<file path="src/rtl/sha1_pkg.sv">
// Shared types, constants and helper functions of the SHA-1 hash engine.
package sha1_pkg;

   typedef logic [31:0] word_type;

   // Working variables a..e of one compression.
   typedef struct packed {
      word_type a;
      word_type b;
      word_type c;
      word_type d;
      word_type e;
   } vars_type;

   // Commands from the sequencer to the message schedule.
   typedef struct packed {
      logic       byte_en;
      logic [7:0] byte_val;
      logic       word_en;
      word_type   word_val;
      logic       round_en;
   } sched_ctrl_type;

   localparam int DIGEST_WORDS = 5;
   localparam int SCHED_WORDS  = 16;
   localparam int ROUND_COUNT  = 80;
   localparam int ROUND_W      = 7;
   localparam int POS_W        = 6;

   localparam logic [ROUND_W-1:0] ROUND_LAST = ROUND_W'(ROUND_COUNT - 1);
   localparam logic [POS_W-1:0]   POS_LAST   = '1;
   localparam logic [POS_W-1:0]   LEN_POS    = POS_W'(56);
   localparam logic [7:0]         PAD_BYTE   = 8'h80;

   localparam word_type H_INIT [DIGEST_WORDS] = '{
      32'h67452301, 32'hEFCDAB89, 32'h98BADCFE, 32'h10325476, 32'hC3D2E1F0
   };

   localparam word_type K_0 = 32'h5A827999;
   localparam word_type K_1 = 32'h6ED9EBA1;
   localparam word_type K_2 = 32'h8F1BBCDC;
   localparam word_type K_3 = 32'hCA62C1D6;

   // Round constant for round t; each constant covers twenty rounds.
   function automatic word_type round_const(input logic [ROUND_W-1:0] t);
      word_type k;
      if (t < ROUND_W'(20)) begin
         k = K_0;
      end else if (t < ROUND_W'(40)) begin
         k = K_1;
      end else if (t < ROUND_W'(60)) begin
         k = K_2;
      end else begin
         k = K_3;
      end
      return k;
   endfunction

endpackage

</file>
<file path="src/rtl/sha1_if.sv">
// Valid/ready channel interfaces for message bytes and digest words.
interface sha1_req_if;
   logic       valid;
   logic       ready;
   logic [7:0] data_byte;
   logic       has_byte;
   logic       end_of_message;

   modport source (output valid, output data_byte, output has_byte,
                   output end_of_message, input ready);
   modport sink (input valid, input data_byte, input has_byte,
                 input end_of_message, output ready);
endinterface

interface sha1_rsp_if;
   logic        valid;
   logic        ready;
   logic [31:0] digest_word;
   logic [2:0]  word_index;
   logic        last_word;

   modport source (output valid, output digest_word, output word_index,
                   output last_word, input ready);
   modport sink (input valid, input digest_word, input word_index,
                 input last_word, output ready);
endinterface

</file>
<file path="src/rtl/sha1_round.sv">
// One SHA-1 compression round, shared by all eighty rounds of a block.
module sha1_round (
   input  sha1_pkg::vars_type                     cur,
   input  sha1_pkg::word_type                     w,
   input  logic [sha1_pkg::ROUND_W-1:0]           t,
   output sha1_pkg::vars_type                     nxt
);
   import sha1_pkg::*;

   word_type f;
   word_type tmp;

   // Round function depends on which group of twenty rounds this is.
   always_comb begin
      if (t < ROUND_W'(20)) begin
         f = (cur.b & cur.c) | (~cur.b & cur.d);
      end else if (t < ROUND_W'(40)) begin
         f = cur.b ^ cur.c ^ cur.d;
      end else if (t < ROUND_W'(60)) begin
         f = (cur.b & cur.c) | (cur.b & cur.d) | (cur.c & cur.d);
      end else begin
         f = cur.b ^ cur.c ^ cur.d;
      end
   end

   assign tmp = {cur.a[26:0], cur.a[31:27]} + f + cur.e + w + round_const(t);

   // Rotate the working variables.
   always_comb begin
      nxt.a = tmp;
      nxt.b = cur.a;
      nxt.c = {cur.b[1:0], cur.b[31:2]};
      nxt.d = cur.c;
      nxt.e = cur.d;
   end

endmodule

</file>
<file path="src/rtl/sha1_sched.sv">
// Message schedule: packs bytes into a 16-word shift line and expands it per round.
module sha1_sched (
   input  logic                               clock,
   input  logic                               reset,
   input  sha1_pkg::sched_ctrl_type           ctrl,
   output sha1_pkg::word_type                 w_cur,
   output logic [sha1_pkg::POS_W-1:0]         pos
);
   import sha1_pkg::*;

   word_type              line_ff [SCHED_WORDS];
   word_type              line_in [SCHED_WORDS];
   logic [23:0]           acc_ff, acc_in;
   logic [POS_W-1:0]      pos_ff, pos_in;
   word_type              expand_x;
   word_type              shift_word;
   logic                  shift_en;

   // Line entry j holds W[t+j] during round t, so the taps are fixed.
   assign expand_x = line_ff[13] ^ line_ff[8] ^ line_ff[2] ^ line_ff[0];

   // Select what enters the line and advance the block position.
   always_comb begin
      acc_in     = acc_ff;
      pos_in     = pos_ff;
      shift_en   = 1'b0;
      shift_word = {expand_x[30:0], expand_x[31]};
      if (ctrl.round_en) begin
         shift_en = 1'b1;
      end else if (ctrl.word_en) begin
         shift_en   = 1'b1;
         shift_word = ctrl.word_val;
         pos_in     = pos_ff + POS_W'(4);
      end else if (ctrl.byte_en) begin
         pos_in = pos_ff + POS_W'(1);
         if (pos_ff[1:0] == 2'd3) begin
            shift_en   = 1'b1;
            shift_word = {acc_ff, ctrl.byte_val};
         end else begin
            acc_in = {acc_ff[15:0], ctrl.byte_val};
         end
      end
   end

   // Shift the line by one word.
   always_comb begin
      for (int i = 0; i < SCHED_WORDS - 1; i++) begin
         line_in[i] = shift_en ? line_ff[i+1] : line_ff[i];
      end
      line_in[SCHED_WORDS-1] = shift_en ? shift_word : line_ff[SCHED_WORDS-1];
   end

   // Block position is control state.
   always_ff @(posedge clock) begin
      if (reset) begin
         pos_ff <= '0;
      end else begin
         pos_ff <= pos_in;
      end
   end

   // Payload storage needs no reset.
   always_ff @(posedge clock) begin
      acc_ff  <= acc_in;
      line_ff <= line_in;
   end

   assign w_cur = line_ff[0];
   assign pos   = pos_ff;

endmodule

</file>
<file path="src/rtl/sha1_hash_engine_unit.sv">
// Top level of the SHA-1 hash engine: sequencer, chain value and digest output.
//
//   channel    dir  handshake               payload
//   req_chan   in   valid/ready             data_byte[7:0], has_byte, end_of_message
//   rsp_chan   out  valid/ready             digest_word[31:0], word_index[2:0], last_word
//
// A byte that fills a 64-byte block starts a compression: one round per cycle
// through the shared round unit, then the chain add.
// End of message pads one byte per cycle up to position 56, writes the length as
// two words, runs one or two more compressions, then offers five digest words.
// Reset is synchronous; no clearing pass is needed.
// The input is not ready while a block compresses, pads or the digest is out;
// a stalled digest word holds until taken.
module sha1_hash_engine_unit (
   input  logic        clock,
   input  logic        reset,
   sha1_req_if.sink    req_chan,
   sha1_rsp_if.source  rsp_chan
);
   import sha1_pkg::*;

   typedef enum logic [2:0] {
      ST_IDLE,
      ST_PAD,
      ST_LEN_HI,
      ST_LEN_LO,
      ST_COMPRESS,
      ST_FINAL,
      ST_EMIT
   } state_type;

   state_type           state_ff, state_in;
   state_type           ret_ff, ret_in;
   logic [ROUND_W-1:0]  round_ff, round_in;
   logic [2:0]          idx_ff, idx_in;
   logic                pad_zero_ff, pad_zero_in;
   logic [31:0]         byte_count_ff, byte_count_in;
   word_type            chain_ff [DIGEST_WORDS];
   word_type            chain_in [DIGEST_WORDS];
   vars_type            vars_ff, vars_in;
   vars_type            round_out;
   vars_type            chain_vars;
   sched_ctrl_type      sched_ctrl;
   word_type            w_cur;
   logic [POS_W-1:0]    pos;
   logic                last_idx;

   sha1_sched u_sched (
      .clock (clock),
      .reset (reset),
      .ctrl  (sched_ctrl),
      .w_cur (w_cur),
      .pos   (pos)
   );

   sha1_round u_round (
      .cur (vars_ff),
      .w   (w_cur),
      .t   (round_ff),
      .nxt (round_out)
   );

   // Chain value in working-variable form, loaded at the start of a block.
   always_comb begin
      chain_vars.a = chain_ff[0];
      chain_vars.b = chain_ff[1];
      chain_vars.c = chain_ff[2];
      chain_vars.d = chain_ff[3];
      chain_vars.e = chain_ff[4];
   end

   assign last_idx = (idx_ff == 3'(DIGEST_WORDS - 1));

   // Channel outputs.
   assign req_chan.ready       = (state_ff == ST_IDLE);
   assign rsp_chan.valid       = (state_ff == ST_EMIT);
   assign rsp_chan.digest_word = chain_ff[idx_ff];
   assign rsp_chan.word_index  = idx_ff;
   assign rsp_chan.last_word   = last_idx;

   // Sequencer next state.
   always_comb begin
      state_in      = state_ff;
      ret_in        = ret_ff;
      round_in      = round_ff;
      idx_in        = idx_ff;
      pad_zero_in   = pad_zero_ff;
      byte_count_in = byte_count_ff;
      chain_in      = chain_ff;
      vars_in       = vars_ff;
      sched_ctrl    = '0;
      unique case (state_ff)
         ST_IDLE: begin
            if (req_chan.valid) begin
               if (req_chan.has_byte) begin
                  sched_ctrl.byte_en  = 1'b1;
                  sched_ctrl.byte_val = req_chan.data_byte;
                  byte_count_in       = byte_count_ff + 32'd1;
               end
               pad_zero_in = 1'b0;
               if (req_chan.has_byte && pos == POS_LAST) begin
                  state_in = ST_COMPRESS;
                  round_in = '0;
                  vars_in  = chain_vars;
                  ret_in   = req_chan.end_of_message ? ST_PAD : ST_IDLE;
               end else if (req_chan.end_of_message) begin
                  state_in = ST_PAD;
               end
            end
         end
         ST_PAD: begin
            // Marker byte first, then zeros up to the length field.
            sched_ctrl.byte_en  = 1'b1;
            sched_ctrl.byte_val = pad_zero_ff ? 8'h00 : PAD_BYTE;
            pad_zero_in         = 1'b1;
            if (pos == POS_LAST) begin
               state_in = ST_COMPRESS;
               round_in = '0;
               vars_in  = chain_vars;
               ret_in   = ST_PAD;
            end else if (pos == LEN_POS - POS_W'(1)) begin
               state_in = ST_LEN_HI;
            end
         end
         ST_LEN_HI: begin
            sched_ctrl.word_en  = 1'b1;
            sched_ctrl.word_val = {29'd0, byte_count_ff[31:29]};
            state_in            = ST_LEN_LO;
         end
         ST_LEN_LO: begin
            sched_ctrl.word_en  = 1'b1;
            sched_ctrl.word_val = {byte_count_ff[28:0], 3'd0};
            state_in            = ST_COMPRESS;
            round_in            = '0;
            vars_in             = chain_vars;
            ret_in              = ST_EMIT;
         end
         ST_COMPRESS: begin
            sched_ctrl.round_en = 1'b1;
            vars_in             = round_out;
            round_in            = round_ff + ROUND_W'(1);
            if (round_ff == ROUND_LAST) begin
               state_in = ST_FINAL;
            end
         end
         ST_FINAL: begin
            chain_in[0] = chain_ff[0] + vars_ff.a;
            chain_in[1] = chain_ff[1] + vars_ff.b;
            chain_in[2] = chain_ff[2] + vars_ff.c;
            chain_in[3] = chain_ff[3] + vars_ff.d;
            chain_in[4] = chain_ff[4] + vars_ff.e;
            idx_in      = '0;
            state_in    = ret_ff;
         end
         ST_EMIT: begin
            if (rsp_chan.ready) begin
               if (last_idx) begin
                  chain_in      = H_INIT;
                  byte_count_in = '0;
                  state_in      = ST_IDLE;
               end else begin
                  idx_in = idx_ff + 3'd1;
               end
            end
         end
         default: begin
            state_in = ST_IDLE;
         end
      endcase
   end

   // State and registered control.
   always_ff @(posedge clock) begin
      if (reset) begin
         state_ff      <= ST_IDLE;
         ret_ff        <= ST_IDLE;
         round_ff      <= '0;
         idx_ff        <= '0;
         pad_zero_ff   <= 1'b0;
         byte_count_ff <= '0;
         chain_ff      <= H_INIT;
      end else begin
         state_ff      <= state_in;
         ret_ff        <= ret_in;
         round_ff      <= round_in;
         idx_ff        <= idx_in;
         pad_zero_ff   <= pad_zero_in;
         byte_count_ff <= byte_count_in;
         chain_ff      <= chain_in;
      end
   end

   // Working variables are payload only.
   always_ff @(posedge clock) begin
      vars_ff <= vars_in;
   end

   // The two sides never handshake at once.
   a_no_overlap: assert property (@(posedge clock) disable iff (reset)
      !(req_chan.ready && rsp_chan.valid))
      else $error("input ready while a digest word is offered");

   // The round counter stays within the eighty rounds.
   a_round_range: assert property (@(posedge clock) disable iff (reset)
      (state_ff == ST_COMPRESS) |-> (round_ff <= ROUND_LAST))
      else $error("round counter out of range");

   // The length field always starts at its fixed block position.
   a_len_pos: assert property (@(posedge clock) disable iff (reset)
      (state_ff == ST_LEN_HI) |-> (pos == LEN_POS))
      else $error("length field misaligned");

   // After the last digest word the engine is back at the initial chain value.
   a_restart: assert property (@(posedge clock) disable iff (reset)
      (rsp_chan.valid && rsp_chan.ready && rsp_chan.last_word) |=>
      (byte_count_ff == 32'd0 && chain_ff[0] == H_INIT[0] && pos == '0))
      else $error("engine not restarted after digest");

endmodule

</file>
<file path="src/flat_wrapper.sv">
// flat-port wrapper written by rule: the top's interface ports become plain ports
module sha1_hash_engine_unit_flat import sha1_pkg::*;
  (clock, reset, req_chan_valid, req_chan_data_byte, req_chan_has_byte, req_chan_end_of_message, req_chan_ready, rsp_chan_valid, rsp_chan_digest_word, rsp_chan_word_index, rsp_chan_last_word, rsp_chan_ready);
  sha1_req_if req_chan_i ();
  sha1_rsp_if rsp_chan_i ();
  input  logic clock;
  input  logic reset;
  input wire logic [$bits(req_chan_i.valid)-1:0] req_chan_valid;
  input wire logic [$bits(req_chan_i.data_byte)-1:0] req_chan_data_byte;
  input wire logic [$bits(req_chan_i.has_byte)-1:0] req_chan_has_byte;
  input wire logic [$bits(req_chan_i.end_of_message)-1:0] req_chan_end_of_message;
  output wire logic [$bits(req_chan_i.ready)-1:0] req_chan_ready;
  output wire logic [$bits(rsp_chan_i.valid)-1:0] rsp_chan_valid;
  output wire logic [$bits(rsp_chan_i.digest_word)-1:0] rsp_chan_digest_word;
  output wire logic [$bits(rsp_chan_i.word_index)-1:0] rsp_chan_word_index;
  output wire logic [$bits(rsp_chan_i.last_word)-1:0] rsp_chan_last_word;
  input wire logic [$bits(rsp_chan_i.ready)-1:0] rsp_chan_ready;
  assign req_chan_i.valid = req_chan_valid;
  assign req_chan_i.data_byte = req_chan_data_byte;
  assign req_chan_i.has_byte = req_chan_has_byte;
  assign req_chan_i.end_of_message = req_chan_end_of_message;
  assign req_chan_ready = req_chan_i.ready;
  assign rsp_chan_valid = rsp_chan_i.valid;
  assign rsp_chan_digest_word = rsp_chan_i.digest_word;
  assign rsp_chan_word_index = rsp_chan_i.word_index;
  assign rsp_chan_last_word = rsp_chan_i.last_word;
  assign rsp_chan_i.ready = rsp_chan_ready;
  sha1_hash_engine_unit u_core (.clock(clock), .reset(reset), .req_chan(req_chan_i), .rsp_chan(rsp_chan_i));
endmodule
</file>
<file path="config.mk">
export PLATFORM = sky130hd
export DESIGN_NAME = sha1_hash_engine_unit_flat
export DESIGN_NICKNAME = d
export VERILOG_FILES = /design/src/rtl/sha1_pkg.sv /design/src/rtl/sha1_if.sv /design/src/rtl/sha1_round.sv /design/src/rtl/sha1_sched.sv /design/src/rtl/sha1_hash_engine_unit.sv /design/src/flat_wrapper.sv
export SDC_FILE = /design/constraint.sdc
export NUM_CORES = 2
export LEC_CHECK = 0
export ABC_CLOCK_PERIOD_IN_PS = 42300
export BUFFER_PORTS_ARGS = -buffer_cell sky130_fd_sc_hd__buf_2
export CAP_MARGIN = 20
export CORE_MARGIN = 3
export CORE_UTILIZATION = 36
export CTS_CLUSTER_SIZE = 28
export DETAILED_ROUTE_END_ITERATION = 16
export GPL_TIMING_DRIVEN = 0
export PLACE_DENSITY = 0.58
export SETUP_SLACK_MARGIN = 0.05
export SYNTH_ARGS = -nofsm -noshare
export SYNTH_HDL_FRONTEND = slang
export SYNTH_HIERARCHICAL = 1
export SYNTH_SLANG_ARGS = --single-unit
</file>
<file path="constraint.sdc">
create_clock -name clock -period 42.3 [get_ports clock]
set_input_delay 2.115 -clock clock [delete_from_list [all_inputs] [get_ports clock]]
set_output_delay 2.115 -clock clock [all_outputs]
set_load 0.02 [all_outputs]
</file>
==> metrics.md <==
| Metric | Value |
|---|---|
| Sw Pwr | `0.00168 W` |
| Post-CTS Resized | `0` |
| Part of the Yosys area used for sequential elements | `0.529` |
| Worst-case clock buffer depth | `3` |
| Post-synth EDFFs | `696` |
| Unique masters post-synth | `94` |
| Fin nets | `4457` |
| Core area | `0.130 mm^2` |
| Slew Viols, Final | `0` |
| Area grow syn2layout | `12.7%` |
| Most frequent cell after synthesis | `edfxtp_1` |
| Clk root buf | `clkbuf_16` |
| Pleak | `19.8 nW` |
| Final worst setup slack | `35.36 ns` |
| Worst vdd ir | `0.0545 mV` |
| Layout cells sized above 1 | `0.147` |
| Status | `finished, final reports clean` |
| Initial antenna violation count | `5` |
| DIE AREA | `0.137 mm^2` |
| Min Clock Period, post-route | `6.94 ns` |
| DRT iter0 DRCs | `2913` |
| Fin. Hold Viols | `0` |
| Fin cells | `5943` |
| Die H | `370 um` |
| Combinational power share | `0.452` |
| DR DRC count | `0` |
| Syn Inst Count | `3954` |
| Worst Path Max Fanout | `10` |
| Site Rows | `132` |
| Pre-CTS setup slack | `35.41 ns` |
| Worst-margin pin slew | `1.15 ns` |
| Clock Sinks | `910` |
| Slew headroom | `0.231` |
| Reg power frac | `0.350` |
| # Post-CTS Setup Buffers | `0` |
| Vias | `31000` |
| Maxcap violations | `0` |
| Inst Count DP | `5762` |
| Yosys top cell area share | `0.439` |
| Post-Syn Area | `0.0476 mm^2` |
| Final Setup Violations | `0` |
| Avg Cell Area, Syn | `12.0 um^2` |
| Clock slew at reported path FFs | `0.07 ns` |
| Number of global-route vias before repair | `30300` |
| Clock power share | `0.199` |
| Cts bufs inserted | `98` |
| 1st-pass router iterations | `6` |
| HP Class | `reg -> reg` |
| PwrDens | `81.6 mW/mm^2` |
| Total GRT Usage | `0.190` |
| Largest net degree at the start of global routing | `76` |
| Layout Skew | `0.0396 ns` |
| Top cell type by total area after synthesis | `edfxtp_1` |
| Power Total | `0.00438 W` |
| Setup tns final | `0 ns` |
| Final antenna-violating net count | `0` |
| # H-tree levels | `3` |
| Critical path arrival | `7.39 ns` |
| Vias per cell | `5.22` |
| Hold buffers post-CTS | `0` |
| P_int | `0.00270 W` |
| Routed WL | `130 mm` |
| Remaining global-route overflow | `0` |
| Final GP Congestion | `0.927` |
| Die span in x | `370 um` |
| TritonCTS clock tree | `done` |
| DPL Wire Length | `97.5 mm` |
| Ys async rst share | `0` |
| Synth area leaders | `edfxtp_1 (44%), dfxtp_1 (9.0%), fa_1 (5.3%)` |
| Switching portion of total power | `0.384` |
| CP required | `42.76 ns` |
| Syn Nets | `4291` |
| Clk_lat worst skew | `0.71 ns` |
| Global-route wire length before repair | `193 mm` |
| Ports | `52` |
| Port bufs | `51` |
| Fill cells | `12300` |
| Layout Utilization | `0.412` |
| DR WL/cell | `21.9 um` |
| CP Capture Type | `flip-flop` |
| CP Launch Type | `flip-flop` |
| FF+latch count, synth | `910` |
| Final period util | `0.164` |
| Achievable Freq | `144 MHz` |
| Setup Crit Path Kind | `reg -> reg` |
| Synth cell count leaders | `edfxtp_1 (696), inv_1 (247), nor2_1 (246), nand2_1 (239), dfxtp_1 (214)` |
| Initial Utilization | `0.365` |
| YS warnings | `6` |
| RSZ-0062 raised after global routing | `no` |
| Dominant synthesized flop cell | `edfxtp_1` |
-- registers in the layout, summed over array words and instances, names as in the netlist --
name,count
u_core/u_sched/w_cur,32
u_core/vars_ff,160
u_core/u_sched/acc_ff,24
u_core/byte_count_ff,32
u_core/u_sched/pos,6
u_core/chain_ff,160
u_core/round_ff,7
u_core/state_ff,3
u_core/rsp_chan.word_index,3
u_core/ret_ff,2
u_core/u_sched/line_ff,480
u_core/pad_zero_ff,1
-- critical path, stage by stage (launching register included) --
cell	delay [ns]
dfxtp_1	0.38
a41oi_1	0.90
and2_0	0.49
nor2_1	0.14
inv_1	0.39
buf_1	0.67
nor2_1	0.08
nor2_1	0.43
fa_1	0.52
fa_1	0.49
ha_1	0.35
a21o_1	0.18
a211oi_1	0.33
o2111ai_1	0.26
o211ai_1	0.28
o21ai_2	0.11
a41oi_1	0.27
xnor2_1	0.12
mux2_2	0.27
-- area by class of cell --
type	count	area, um^2	area share
Antenna cell	1	2.50	0.0000466
Buffer	296	1760	0.0327
Clock buffer	131	2700	0.0502
Clock inverter	49	559	0.0104
Inverter	247	927	0.0173
Multi-Input combinational cell	2501	19800	0.368
Sequential cell	910	25200	0.469
Tap cell	1742	2180	0.0406
Timing Repair Buffer	66	611	0.0114
-- metrics by stage --
stage / cell area, um^2 / hold WS [ns]
after floorplan: 47600 / 0.400
after global placement: 50100 / 0.400
after detailed placement: 50400 / 0.405
after CTS: 53700 / 0.401
after global routing: 53700 / 0.413
final: 53700 / 0.407
-- worst paths after layout --
check | start | endpoint | slack (ns) | cells past startpoint
worst max-delay path | u_core/round_ff[3] | u_core/vars_ff[152] | 35.36 | 18
worst min-delay path | u_core/u_sched/line_ff[318] | u_core/u_sched/line_ff[350] | 0.41 | 0
worst max register to register | u_core/round_ff[3] | u_core/vars_ff[152] | 35.36 | 18
worst min register to register | u_core/u_sched/line_ff[318] | u_core/u_sched/line_ff[350] | 0.41 | 0
-- layout by cell type, fill, tap and decap left out, types with 15 or more instances in the layout --
cell / instances
a211oi_1: 23
a21o_1: 94
a21oi_1: 197
a22oi_1: 36
a31oi_1: 21
and2_1: 26
and3_1: 54
buf_2: 55
buf_4: 161
clkbuf_1: 135
clkbuf_16: 99
clkinv_1: 17
dfxtp_1: 214
edfxtp_1: 696
fa_1: 125
ha_1: 198
inv_1: 247
mux2_2: 167
mux2i_1: 28
mux4_2: 32
nand2_1: 238
nand2b_1: 77
nand3_1: 48
nand4_1: 25
nor2_1: 245
nor2b_1: 21
nor3_1: 29
o211ai_1: 39
o21a_1: 20
o21ai_0: 189
o21ai_1: 15
o21bai_1: 32
o22ai_1: 57
xnor2_1: 167
xor2_1: 126
-- metal layers --
metal	share of wire	wire length, um	GRT usage	vias up
li1	-	-	-	14500
met1	0.46	59300	0.271	15300
met2	0.44	57600	0.293	977
met3	0.068	8890	0.0326	220
met4	0.033	4310	0.0598	2
met5	0.00015	20	0	-
-- logic make-up after synthesis --
logic type / synth area share
multiplexers: 0.0605
AND/OR/NAND/NOR: 0.0821
AO/OA/AOI/OAI: 0.114
adder cells (fa/ha/maj): 0.105
buffers and inverters: 0.0563
flip-flops: 0.529
XOR/XNOR: 0.0539
-- power groups by stage --
| stage | Clock, W | Combinational, W | Sequential, W |
|---|---|---|---|
| after detailed placement | 0 | 0.00197 | 0.00155 |
| after global routing | 0.000931 | 0.00221 | 0.00156 |
| after floorplan | 0 | 0.00146 | 0.00167 |
| after global placement | 0 | 0.00191 | 0.00180 |
| after CTS | 0.000895 | 0.00198 | 0.00153 |
| final | 0.000872 | 0.00198 | 0.00153 |
Note: power is estimated with default switching activity, not from simulation.
